[src/rtl/core/smm_pkg.sv]
package smm_pkg;

  localparam int DEF_NUM_SEGMENTS = 256;
  localparam int DEF_MAX_WORDS    = 1024;

  localparam int KIND_W = 3;
  localparam int SEG_W  = 8;
  localparam int OFF_W  = 10;
  localparam int WORD_W = 32;
  localparam int LEN_W  = 11;
  localparam int STAT_W = 2;

  localparam logic [KIND_W-1:0] KIND_LOAD    = 3'd0;
  localparam logic [KIND_W-1:0] KIND_STORE   = 3'd1;
  localparam logic [KIND_W-1:0] KIND_MAP     = 3'd2;
  localparam logic [KIND_W-1:0] KIND_UNMAP   = 3'd3;
  localparam logic [KIND_W-1:0] KIND_PROGRAM = 3'd4;

  typedef enum logic [STAT_W-1:0] {
    ST_OK      = 2'd0,
    ST_NO_ID   = 2'd1,
    ST_TOO_BIG = 2'd2,
    ST_BAD     = 2'd3
  } status_t;

  typedef struct packed {
    logic             mapped;
    logic [LEN_W-1:0] len;
  } seg_entry_t;

  typedef struct packed {
    logic       en;
    seg_entry_t entry;
  } seg_wr_t;

endpackage

[src/rtl/core/smm_seg_table.sv]
module smm_seg_table
  import smm_pkg::*;
#(
  parameter int NUM_SEGMENTS = DEF_NUM_SEGMENTS,
  localparam int IW = $clog2(NUM_SEGMENTS),
  localparam int CW = $clog2(NUM_SEGMENTS + 1)
) (
  input  logic          clk,
  input  logic          rst_n,
  input  logic          rd_en,
  input  logic [IW-1:0] rd_idx,
  output seg_entry_t    rd_entry,
  input  seg_wr_t       wr,
  input  logic [IW-1:0] wr_idx,
  input  logic          alloc,
  output logic [IW-1:0] fresh_id,
  output logic          fresh_avail,
  output logic          seg0_mapped
);

  seg_entry_t    mem [NUM_SEGMENTS];
  seg_entry_t    rd_raw_r;
  logic          rd_valid_r;
  logic [CW-1:0] next_fresh_r;
  logic [CW-1:0] next_fresh_nxt;

  always_ff @(posedge clk) begin
    if (wr.en) begin
      mem[wr_idx] <= wr.entry;
    end
    if (rd_en) begin
      rd_raw_r   <= mem[rd_idx];
      rd_valid_r <= CW'(rd_idx) < next_fresh_r;
    end
  end

  assign next_fresh_nxt = alloc ? next_fresh_r + CW'(1) : next_fresh_r;

  always_ff @(posedge clk) begin
    if (!rst_n) begin
      next_fresh_r <= '0;
    end else begin
      next_fresh_r <= next_fresh_nxt;
    end
  end

  assign rd_entry    = rd_valid_r ? rd_raw_r : '0;
  assign fresh_id    = IW'(next_fresh_r);
  assign fresh_avail = next_fresh_r != CW'(NUM_SEGMENTS);
  assign seg0_mapped = next_fresh_r != '0;

endmodule

[config.mk]
export PLATFORM = sky130hd
export DESIGN_NAME = smm_seg_table
export DESIGN_NICKNAME = d
export VERILOG_FILES = /design/src/rtl/core/smm_pkg.sv /design/src/rtl/core/smm_seg_table.sv
export SDC_FILE = /design/constraint.sdc
export NUM_CORES = 2
export LEC_CHECK = 0
export ABC_AREA = 1
export ABC_CLOCK_PERIOD_IN_PS = 2570
export BUFFER_PORTS_ARGS = -buffer_cell sky130_fd_sc_hd__buf_2
export CAP_MARGIN = 20
export CELL_PAD_IN_SITES_DETAIL_PLACEMENT = 0
export CELL_PAD_IN_SITES_GLOBAL_PLACEMENT = 1
export CORE_MARGIN = 8
export CORE_UTILIZATION = 40
export CTS_CLUSTER_DIAMETER = 30
export DETAILED_ROUTE_END_ITERATION = 10
export PLACE_DENSITY_LB_ADDON = 0.15
export SLEW_MARGIN = 30
export SYNTH_ARGS = -nofsm -noshare
export SYNTH_HDL_FRONTEND = slang
export SYNTH_SLANG_ARGS = --single-unit
[constraint.sdc]
create_clock -name clk -period 2.57 [get_ports clk]
set_clock_uncertainty 0.1 [all_clocks]
set_input_delay 0.1285 -clock clk [delete_from_list [all_inputs] [get_ports clk]]
set_output_delay 0.1285 -clock clk [all_outputs]
set_load 0.01 [all_outputs]
After elaboration in Yosys (flattened, before gate mapping)

Memories as Yosys holds them, arrays and structs flattened. A register that Yosys moved wholly into a read port is not among the register bits.
Index checks and enable logic that the tools add are counted.

Memories kept: 1
Bits in writable memories: 3072
Output and inout port bits: 22
Register bits: 10
Input port bits: 33

Equal/unequal tests: 1
Magnitude comparators: 1
Reduce and logical (&&, ||, !) cells: 1
Mux-type cells: 3
Add/subtract/negate cells: 1

Memories:

| name | depth | width | rd ports | clocked after Yosys merged registers in | write ports | RTL line            | text |
|---|---|---|---|---|---|---|---|
| mem  | 256   | 12    | 1        | 1                                       | 1           | smm_seg_table.sv:21 | `seg_entry_t mem [NUM_SEGMENTS];` |

Operators by type and width:

| kind                | count |
|---|---|
| $mux 12             | 1 |
| $add 9x1->9 const B | 1 |
| $lt 8x9->1          | 1 |
| $ne 9x9->1 const B  | 1 |
| $reduce_bool 9->1   | 1 |
| $mux 1              | 2 |

Logic depth before layout (Yosys ltp)

Depth after elaboration: 2
Depth in mapped cells: 15
Mapped depth without buffers: 11

Least setup slack after synthesis

OpenSTA, ideal clock, no wires.

Path type: input to register
Start: input wr[12] in the netlist's numbering
End: memory mem[162][0] in the netlist's numbering (enable)
Arrival time: 1.415 ns
Stages on the path: 4
Data required time: 2.090 ns
Slack: 0.675 ns
Path through: clkbuf_1 > nand3_1 > clkbuf_1 > nor2_1

Word-level cells in the longest chain between the ends: 2

Ends and longest elaborated chain:

| what                         | RTL line            | text |
|---|---|---|
| start: declaration           | smm_seg_table.sv:13 | `input seg_wr_t wr,` |
| $mux 1                       | smm_seg_table.sv:28 | `if (wr.en) begin` |
| $mux 1 (implied by the code) | smm_seg_table.sv:29 | `mem[wr_idx] <= wr.entry;` |
| end: declaration             | smm_seg_table.sv:21 |  |

Every way passes these cells.

Worst setup path after layout

Start: input wr_idx[1]
End: memory mem[77][9] in the netlist's numbering (enable)

RTL lines:

| what               | RTL line            | text |
|---|---|---|
| start: declaration | smm_seg_table.sv:14 | `input logic [IW-1:0] wr_idx,` |

Straight into the memory's write port.

==> impl_metrics.yaml <==
run_status:
  status: "finished, final reports clean"
critical_path:
  reg2reg_from: "mem[218][9]"
  cp_max_fo: 13
  r2r_slack_ns: 0.10
  r2r-end: "rd_raw_r[9]"
  critPathLaunchType: "primary input"
  cp_data_arrival_time_ns: 3.12
  reg2reg_depth: 11
  end_kind: "flop"
  worstPathRequired_ns: 3.18
  path_class: "in2reg"
clock_network:
  cts_tree: "built"
  path_clk_slew_ns: 0.04
  cts_sinks: 3094
  clk_latency_ns: 1.04
  clock-root-buffer: "clkbuf_16"
  htree_levels: 6
  cts_buffers: 666
  clk_path_buf_depth: 4
placement:
  dp_hpwl_um: 258400
  port_buffers: 54
  pre_cts_slack_ns: -0.4860
  place_congestion: 0.8597
  placed_area_mm2: 0.1370
  dp.cells: 14822
job:
  cap_viol_max_count: 0
sta:
  fmax_mhz: 398.0
  setup_violations: 0
  fin_hold_ws_ns: 0.06831
  drv_slew: 0
  fin_ws_ns: 0.05750
  fin_crit_sh: 0.9776
  min_period_ns: 2.512
  slew_headroom: 0.3227
  worst_pin_slew_ns: 1.012
  hold_viol: 0
final_layout:
  drive_gt1_frac: 0.1708
  final_cell_area_mm2: 0.1607
  nNetsFinal: 11429
  finish.utilization: 0.5153
  area_growth_pct: 28.15
  instances_no_fill: 16109
floorplan:
  ios: 55
  die_w_um: 575.9
  rows: 205
  start_util: 0.4021
  core_area_mm2: 0.3119
  die-area_mm2: 0.3317
  die_h_um: 575.9
route:
  drt_iter0_markers: 8807
  drcViolationCount: 0
  drt_wl_total_um: 419900
  viasPerCell: 5.404
  drt_first_pass_iters: 6
  post_drt_wl_per_cell_um: 26.07
  vias: 87049
  final_antenna_net_count: 0
global_route:
  grt_first_pass_wirelength_um: 607900
  grt.overflow.total: 0
  grt_pass1_vias: 85651
  grt_util_all_layers: 0.2467
  grt_max_degree: 88
  antenna_found_initial: 22
yosys:
  yosysUniqueCellTypes: 24
  synth_fa_ha_area_frac: 0.0008979
  yosysSeqAreaShare: 0.7401
  postSynthAreaPerCell_um2: 12.03
  syn_nets: 10469
  ys_warn_count: 0
  synthMuxAreaShare: 0
  synth-seq-cells: 3094
  syn_area_mm2: 0.1254
  synth_xor_area_frac: 0
  synth-simple-area-share: 0.2256
  synth_top_family_by_area: "simple AND/OR/NAND/NOR gates"
  synthCells: 10427
  synth_compound_area_frac: 0.0006884
hold_path:
  holdPathEnd: "mem[112][9]"
  whs_path_depth: 2
  hp-class: "in2reg"
  min_from: "wr[9]"
pwr:
  ir_worst_vdd_mv: 0.8116
  powerDensity_mw_per_mm2: 941.1
  p_leak_nw: 58.83
==> placed cells by master, fill, tap and decap left out, types with 51 or more instances in the layout <==
cell type and count:
nand3_1 3028, clkinv_2 107, edfxtp_1 3085, buf_12 226
inv_1 56, clkinv_1 104, nor2_1 294, clkbuf_1 95
bufinv_16 113, clkbuf_16 672, buf_4 691, clkinvlp_4 51
nand2_1 3177
==> synthesized netlist by cell type <==
cell | number | share of area
nand2_1 | 3193 | 0.096
edfxtp_1 | 3085 | 0.74
nand3_1 | 3030 | 0.12
buf_2 | 362 | 0.014
nor2_1 | 296 | 0.0089
buf_4 | 149 | 0.0089
clkbuf_1 | 136 | 0.0041
inv_1 | 60 | 0.0018
buf_1 | 54 | 0.0016
buf_6 | 18 | 0.0016
a21oi_1 | 9 | 0.00036
dfxtp_1 | 9 | 0.0014
ha_1 | 9 | 0.00090
o21ai_0 | 4 | 0.00016
nor3_1 | 3 | 0.00012
clkinv_1 | 2 | 0.000060
a31oi_1 | 1 | 0.000050
buf_12 | 1 | 0.00016
inv_2 | 1 | 0.000030
inv_4 | 1 | 0.000050
nand4_1 | 1 | 0.000050
nor4_1 | 1 | 0.000050
o211ai_1 | 1 | 0.000060
o31ai_1 | 1 | 0.000060
==> critical path: stages <==
cell and delay, ns:
dlygate4sd3_1 0.62, buf_2 0.18, nor2_1 0.10, inv_1 0.10
nor2_1 0.10, dlygate4sd3_1 0.59, nand2_2 0.05, dlygate4sd3_1 0.59
buf_12 0.22, nor2_1 0.21, buf_12 0.18
==> state kept, by name, indices dropped and copies added, names as in the netlist <==
register      cells
rd_raw_r         12
mem            3072
rd_valid_r        1
next_fresh_r      9
==> power breakdown <==
group	switching, W	internal (W)	total [W]
sequential	0.0000454	0.0558	0.0558
combinational	0.00551	0.00229	0.00780
clock	0.0283	0.0593	0.0876
==> kinds of logic after synthesis <==
group / count (synthesis)
compound gates: 16
buf+inv: 784
flops: 3094
simple gates: 6524
fa+ha+maj: 9
==> repair_timing <==
action | 4_1_cts | 5_1_grt
pin swaps | 2 | 1
endpoints found under the setup margin | 2 | 63
endpoints found under the hold margin | 4330 | 0
setup buffers | 1 | 0
hold buffers | 37 | 0
resized for setup | 4 | 10
==> per-stage QoR <==
stage / power [W] / setup TNS [ns]
after floorplan: 0.06021 / 0
after global placement: 0.06448 / -3.724
after detailed placement: 0.06449 / -4.218
after CTS: 0.1523 / 0
after global routing: 0.1553 / -0.1056
final: 0.1513 / 0
==> routing by layer <==
| layer | share of wire | vias up | GRT usage |
|---|---|---|---|
| met5 | 0.000064 | - | 0 |
| met4 | 0.032 | 6 | 0.07818 |
| met3 | 0.068 | 672 | 0.04306 |
| met2 | 0.47 | 3289 | 0.4002 |
| met1 | 0.43 | 43658 | 0.3393 |
| li1 | - | 39424 | - |
==> how the worst max path moves through the flow <==
stage / start / to / slack [ns] / cells after the start
4_1_cts: next_fresh_r[1] / seg0_mapped / 0.008 / 7
5_1_grt: wr_idx[0] / mem[253][11] / -0.02 / 12
6_report: wr_idx[1] / mem[77][9] / 0.06 / 11
3_3_place_gp: rd_idx[0] / rd_raw_r[6] / -0.54 / 14
2_1_floorplan: wr[12] / mem[162][0] / 0.67 / 4
3_5_place_dp: rd_idx[0] / rd_raw_r[0] / -0.49 / 15
==> cell type report <==
cell class              instances  area [µm²]
inverters                      64       284.0
repair buffers               1012       10570
fillers                     26846      151200
flip-flops and latches       3094       92820
diodes                         14       35.03
multi-input cells            6549       28550
clock buffers                 767       17170
well taps                    4140        5180
clock inverters               469        6120
Power figures use the tool's default switching activity.
