[config.mk]
export PLATFORM = sky130hd
export DESIGN_NAME = smm_free_stack
export DESIGN_NICKNAME = d
export VERILOG_FILES = /design/src/rtl/core/smm_pkg.sv /design/src/rtl/core/smm_free_stack.sv
export SDC_FILE = /design/constraint.sdc
export NUM_CORES = 2
export LEC_CHECK = 0
export BUFFER_PORTS_ARGS = -buffer_cell sky130_fd_sc_hd__buf_2
export CAP_MARGIN = 40
export CORE_UTILIZATION = 55
export CTS_CLUSTER_DIAMETER = 120
export DETAILED_ROUTE_END_ITERATION = 7
export GPL_ROUTABILITY_DRIVEN = 0
export PLACE_DENSITY = 0.73
export SLEW_MARGIN = 20
export SYNTH_ARGS = -nofsm -noshare
export SYNTH_HDL_FRONTEND = slang
export SYNTH_SLANG_ARGS = --single-unit
[constraint.sdc]
create_clock -name clk -period 4.15 [get_ports clk]
set_input_delay 0.2075 -clock clk [delete_from_list [all_inputs] [get_ports clk]]
set_output_delay 0.2075 -clock clk [all_outputs]
set_load 0.02 [all_outputs]
[src/rtl/core/smm_pkg.sv]
package smm_pkg;

  localparam int DEF_NUM_SEGMENTS = 256;
  localparam int DEF_MAX_WORDS    = 1024;

  localparam int KIND_W = 3;
  localparam int SEG_W  = 8;
  localparam int OFF_W  = 10;
  localparam int WORD_W = 32;
  localparam int LEN_W  = 11;
  localparam int STAT_W = 2;

  localparam logic [KIND_W-1:0] KIND_LOAD    = 3'd0;
  localparam logic [KIND_W-1:0] KIND_STORE   = 3'd1;
  localparam logic [KIND_W-1:0] KIND_MAP     = 3'd2;
  localparam logic [KIND_W-1:0] KIND_UNMAP   = 3'd3;
  localparam logic [KIND_W-1:0] KIND_PROGRAM = 3'd4;

  typedef enum logic [STAT_W-1:0] {
    ST_OK      = 2'd0,
    ST_NO_ID   = 2'd1,
    ST_TOO_BIG = 2'd2,
    ST_BAD     = 2'd3
  } status_t;

  typedef struct packed {
    logic             mapped;
    logic [LEN_W-1:0] len;
  } seg_entry_t;

  typedef struct packed {
    logic       en;
    seg_entry_t entry;
  } seg_wr_t;

endpackage

[src/rtl/core/smm_free_stack.sv]
module smm_free_stack
  import smm_pkg::*;
#(
  parameter int NUM_SEGMENTS = DEF_NUM_SEGMENTS,
  localparam int IW = $clog2(NUM_SEGMENTS),
  localparam int CW = $clog2(NUM_SEGMENTS + 1)
) (
  input  logic          clk,
  input  logic          rst_n,
  input  logic          rd_en,
  output logic [IW-1:0] top_id,
  output logic          nonempty,
  output logic          full,
  input  logic          push,
  input  logic [IW-1:0] push_id,
  input  logic          pop
);

  logic [IW-1:0] mem [NUM_SEGMENTS];
  logic [IW-1:0] top_r;
  logic [CW-1:0] count_r;
  logic [CW-1:0] count_nxt;

  always_ff @(posedge clk) begin
    if (push) begin
      mem[IW'(count_r)] <= push_id;
    end
    if (rd_en) begin
      top_r <= mem[IW'(count_r - CW'(1))];
    end
  end

  always_comb begin
    count_nxt = count_r;
    if (push) begin
      count_nxt = count_r + CW'(1);
    end else if (pop) begin
      count_nxt = count_r - CW'(1);
    end
  end

  always_ff @(posedge clk) begin
    if (!rst_n) begin
      count_r <= '0;
    end else begin
      count_r <= count_nxt;
    end
  end

  assign top_id   = top_r;
  assign nonempty = count_r != '0;
  assign full     = count_r == CW'(NUM_SEGMENTS);

endmodule

## Word level (Yosys, flattened, before mapping)

Memories as Yosys holds them, arrays and structs flattened. A register that Yosys moved wholly into a read port is not among the register bits.
Cells that the tools add are included.

| operators by class | value |
|---|---|
| add/subtract/negate cells | 2 |
| multiply operators | 0 |
| divide/modulo/power cells | 0 |
| magnitude comparators | 0 |
| equality and inequality tests | 1 |
| shifts and indexed selects | 0 |
| mux-type cells | 4 |
| bitwise gates (word level) | 0 |
| reductions and logical operators | 2 |

Operators by type and width:

| operator | count |
|---|---|
| two-way mux 9 bit | 2 |
| adder 9 x 1 -> 9 bit, second input constant | 1 |
| == test 9 bit, second input constant | 1 |
| nonzero test 9 bit | 1 |
| subtractor 9 x 1 -> 9 bit, second input constant | 1 |
| two-way mux 1 bit | 2 |
| nonzero test 2 bit | 1 |

| storage, ports and cells | value |
|---|---|
| register bits after elaboration | 9 |
| bits in latches | 0 |
| bits in writable memories | 2048 |
| memory bits (read-only) | 0 |
| input bits | 13 |
| output and inout bits | 10 |
| word-level logic and storage cells | 11 |
| memories kept | 1 |

Memory list:

| name | words | width | rd ports | clocked after Yosys merged registers in | write ports | RTL line | source |
|---|---|---|---|---|---|---|---|
| mem | 256 | 8 | 1 | 1 | 1 | smm_free_stack.sv:19 | `logic [IW-1:0] mem [NUM_SEGMENTS];` |

## Logic depth before layout (Yosys ltp)

| logic depth | value |
|---|---|
| depth in word-level cells | 3 |
| mapped depth | 17 |

## Worst setup path before layout

Ideal clock, no wire load.

| path | value |
|---|---|
| path type | register to register |
| from | register count_r[0] |
| to | register top_r[0] (netlist: top_id[0]) (read register of mem), data pin |
| setup time | 0.272 ns |
| arrival | 3.589 ns |
| setup slack | 0.289 ns |
| cell stages (with the launch flop) | 17 |
| buffers on the path | 9 |
| period minus slack after synthesis | 3.861 ns |
| cells stage by stage | dfxtp_1 -> buf_2 -> buf_4 -> buf_2 -> buf_4 -> buf_4 -> inv_1 -> ha_1 -> buf_2 -> clkbuf_1 -> clkbuf_1 -> clkbuf_1 -> mux4_2 -> a22oi_1 -> a21oi_1 -> nor3_1 -> o221ai_1 |

| on the way | value |
|---|---|
| word-level cells in the longest chain between the ends | 1 |

Ends and longest elaborated chain:

| what | RTL line | source |
|---|---|---|
| start: declaration | smm_free_stack.sv:21 | `logic [CW-1:0] count_r;` |
| start signal: assignment | smm_free_stack.sv:46 | `count_r <= count_nxt;` |
| subtractor 9 x 1 -> 9 bit | -- |  |
| end: declaration | smm_free_stack.sv:20 | `logic [IW-1:0] top_r;` |

No other way between the ends.
A chain may end at the register's enable or synchronous reset.

## Worst setup path in the final report

| path | value |
|---|---|
| from | register count_r[0] |
| to | register top_r[6] (netlist: top_id[6]) (read register of mem), data pin |

The elaborated chain is that of the path after synthesis.

==> impl_metrics.sql <==
INSERT INTO impl_metrics (metric_group, metric, value, unit) VALUES
('setup_path', 'worst-endpoint-arrival', '4.61', 'ns'),
('timing', 'timing_hold_violations_final', '0', ''),
('status', 'violations', 'DRC', ''),
('floorplan', 'die_h', '382', 'um'),
('detailed_routing', 'first_iter_violations', '5430', ''),
('global_route', 'grt_antenna_before_repair', '1', ''),
('timing', 'slew-limit-headroom', '34.7', '%'),
('floorplan', 'dieArea', '0.146', 'mm^2'),
('global_route', 'grt-ovfl-total', '0', ''),
('logic_synthesis', 'ys_async_sr_fraction', '0', '%'),
('power', 'cellPowerDensity', '533', 'mW/mm^2'),
('status', 'status', 'finished with violations', ''),
('logic_synthesis', 'syn-instance-count', '3684', ''),
('clock_network', 'post-cts-setup-buffers', '0', ''),
('logic_synthesis', 'ys_ff_latch', '2065', ''),
('cells_and_area', 'layout.area.seq', '0.0619', 'mm^2'),
('detailed_routing', 'drt-vias-per-instance', '6.56', ''),
('detailed_routing', 'routed-via-count', '39238', ''),
('worst_hold_path', 'worst_hold_path_type', 'in -> reg', ''),
('setup_path', 'reg2reg_slack', '0.08', 'ns'),
('global_route', 'number_of_global_route_vias_before_repair', '38916', ''),
('detailed_routing', 'wire_per_inst', '30.7', 'um'),
('setup_path', 'critical_path.cell_chain', 'inv_1 > ha_4 > buf_12 > buf_12 > buf_4 > mux4_2 > a22oi_1 > nand2_1 > a22o_1 > nor3_1 > o221ai_1', ''),
('setup_path', 'worstSetupPathType', 'reg -> reg', ''),
('timing', 'max_slew.worst_pin.slew', '0.980', 'ns'),
('cells_and_area', 'synthToLayoutAreaGrowth', '12.9', '%'),
('timing', 'finClkSkew', '0.0383', 'ns'),
('logic_synthesis', 'synth_top_area_cell', 'sky130_fd_sc_hd__edfxtp_1', ''),
('logic_synthesis', 'synth_top_cells_by_area', 'sky130_fd_sc_hd__edfxtp_1, sky130_fd_sc_hd__mux4_2, sky130_fd_sc_hd__a22oi_1', ''),
('floorplan', 'floorplan.initialDensity', '55.4', '%'),
('cells_and_area', 'net_count_final', '3935', ''),
('cells_and_area', 'multi_input_logic_area', '0.0168', 'mm^2'),
('placement', 'dp_hpwl', '108', 'mm'),
('clock_network', 'worst_skew_late_latency', '0.83', 'ns'),
('logic_synthesis', 'synthesis.area', '0.0795', 'mm^2'),
('placement', 'placed_cells_incl_taps', '5579', ''),
('placement', 'dp_slack', '0.000554', 'ns'),
('power', 'ir_drop', '0.000474', 'V'),
('timing', 'rsz0062_at_grt', 'no', ''),
('setup_path', 'crit_path_max_incr_delay', '0.52', 'ns'),
('floorplan', 'fp-row-count', '139', ''),
('floorplan', 'core_area', '0.143', 'mm^2'),
('timing', 'setup_ws', '0.0826', 'ns'),
('floorplan', 'floorplan.io_pins', '23', ''),
('cells_and_area', 'post-route-cell-area', '0.0898', 'mm^2'),
('global_route', 'global_route.usage.total', '25.4', '%'),
('timing', 'setup_violations', '0', ''),
('clock_network', 'clock_tree.root_cell', 'sky130_fd_sc_hd__clkbuf_16', ''),
('logic_synthesis', 'synthesis.nets', '3701', ''),
('placement', 'place_area', '0.0831', 'mm^2'),
('logic_synthesis', 'yosys_cell_types', '44', ''),
('clock_network', 'numCtsBuffers', '191', ''),
('timing', 'fmaxAchievable', '246', 'MHz'),
('logic_synthesis', 'avgSynthCellArea', '21.6', 'um^2'),
('clock_network', 'clkSlewWorstSetupHoldPaths', '0.06', 'ns'),
('timing', 'final_worst_path_period_need', '4.07', 'ns'),
('detailed_routing', 'drt_pass1_iterations', '8', ''),
('cells_and_area', 'drive_above_1_share', '26.5', '%'),
('setup_path', 'timing.critical_path.from_type', 'register', ''),
('detailed_routing', 'wirelength', '184', 'mm'),
('logic_synthesis', 'synth-seq-area-share', '77.9', '%'),
('clock_network', 'tritoncts_clock_tree', 'built', ''),
('logic_synthesis', 'count_of_synthesis_stage_warnings_from_yosys', '0', ''),
('clock_network', 'clockBufferDepth', '3', ''),
('floorplan', 'die_w', '382', 'um'),
('setup_path', 'worstPathMaxFanout', '35', ''),
('logic_synthesis', 'post_synth_edffs', '2056', ''),
('setup_path', 'timing.critical_path.to_type', 'register', ''),
('setup_path', 'path_common_cell', 'sky130_fd_sc_hd__buf_12', ''),
('power', 'power_leakage', '0.0278', 'uW'),
('detailed_routing', 'post-route-drc-count', '4', '');
-- sequential cells by signal (all words and copies together), names as in the netlist --
name / cells
mem: 2048
top_id: 8
count_r: 9
-- power breakdown --
group	leakage [uW]	internal, uW	switching, uW
logic	0.00621	2620	4430
registers	0.0186	23100	150
clock network	0.00302	9960	7590
total	0.0278	35600	12200
-- cells in the final DEF, fill, tap and decap left out, drive strengths merged, types with 16 or more instances in the layout --
master	count
o221ai	16
a22o	48
clkinv	82
a32oi	16
buf	253
or3	19
bufinv	21
nor2	270
mux2i	24
nand3	32
clkbuf	239
a21oi	70
and3	18
mux4	512
a22oi	193
nand2	90
edfxtp	2056
nor3	21
-- logic make-up after synthesis --
group           share of synthesized area (%)
flops                                    77.9
mux                                      14.8
simple gates                             2.62
compound gates                           3.25
buf+inv                                  1.26
xor+xnor                                0.153
fa+ha+maj                              0.0629
-- worst max-delay path, delay by kind of cell, from the launching register on --
kind,cells,cell delay (ns)
AOI/OAI and AO/OA,3,0.80
adders and majority gates,1,0.49
buffers and inverters,4,1.00
DFF,1,0.52
muxes,1,0.35
and+or+nand+nor,2,0.56
-- area by class of cell --
| class | instances | area share, % |
|---|---|---|
| multi-input combinational | 1388 | 18.7 |
| inverter | 3 | 0.0125 |
| antenna | 3 | 0.00836 |
| clock inverter | 120 | 1.36 |
| timing repair buffer | 269 | 2.74 |
| tap | 1903 | 2.65 |
| clock buffer | 231 | 5.61 |
| sequential | 2065 | 69.0 |
-- cells in the mapped netlist, types with 4 or more instances --
library cell,count
sky130_fd_sc_hd__nor2_1,270
sky130_fd_sc_hd__nand3_1,32
sky130_fd_sc_hd__a21oi_1,70
sky130_fd_sc_hd__nand3b_1,9
sky130_fd_sc_hd__ha_1,4
sky130_fd_sc_hd__mux4_2,512
sky130_fd_sc_hd__xnor2_1,6
sky130_fd_sc_hd__and2_1,10
sky130_fd_sc_hd__edfxtp_1,2056
sky130_fd_sc_hd__and3_1,18
sky130_fd_sc_hd__or3_1,18
sky130_fd_sc_hd__dfxtp_1,9
sky130_fd_sc_hd__a22oi_1,193
sky130_fd_sc_hd__buf_4,10
sky130_fd_sc_hd__a32oi_1,16
sky130_fd_sc_hd__clkbuf_1,124
sky130_fd_sc_hd__buf_2,75
sky130_fd_sc_hd__nor3_1,20
sky130_fd_sc_hd__nand2_1,87
sky130_fd_sc_hd__xor2_1,6
sky130_fd_sc_hd__mux2i_1,24
sky130_fd_sc_hd__nor2b_1,7
sky130_fd_sc_hd__buf_1,18
sky130_fd_sc_hd__o221ai_1,16
sky130_fd_sc_hd__a22o_1,48
-- metrics by stage --
| stage | hold slack (ns) | power, uW | util (%) | TNS (ns) |
|---|---|---|---|---|
| finish | 0.0243 | 47800 | 62.6 | 0 |
| global route | 0.0382 | 49000 | 62.6 | 0 |
| CTS | 0.0306 | 47900 | 62.3 | 0 |
| detailed placement | 0.542 | 30600 | 57.9 | 0 |
| global placement | 0.534 | 30500 | 57.8 | -0.0536 |
| floorplan | 0.306 | 27600 | - | 0 |
-- layer usage --
metal | wire, um | track usage [%]
met1 | 71400 | 36.9
met2 | 88000 | 39.3
met3 | 18200 | 4.79
met4 | 6150 | 8.66
met5 | 13 | 0
-- worst paths after layout --
kind,startpoint,end,depth (start not counted)
worst min register to register,count_r[8],count_r[8],2
worst min-delay path,push_id[7],mem[151][7],1
worst max register to register,count_r[0],top_id[6],11
worst max-delay path,count_r[0],top_id[6],11
-- timing repair --
action	4_1_cts	5_1_grt
hold buffers	6	2
setup endpoints to repair	3	1
gates resized for setup	3	1
endpoints found under the hold margin	92	44
(Power assumes the default switching activity.)
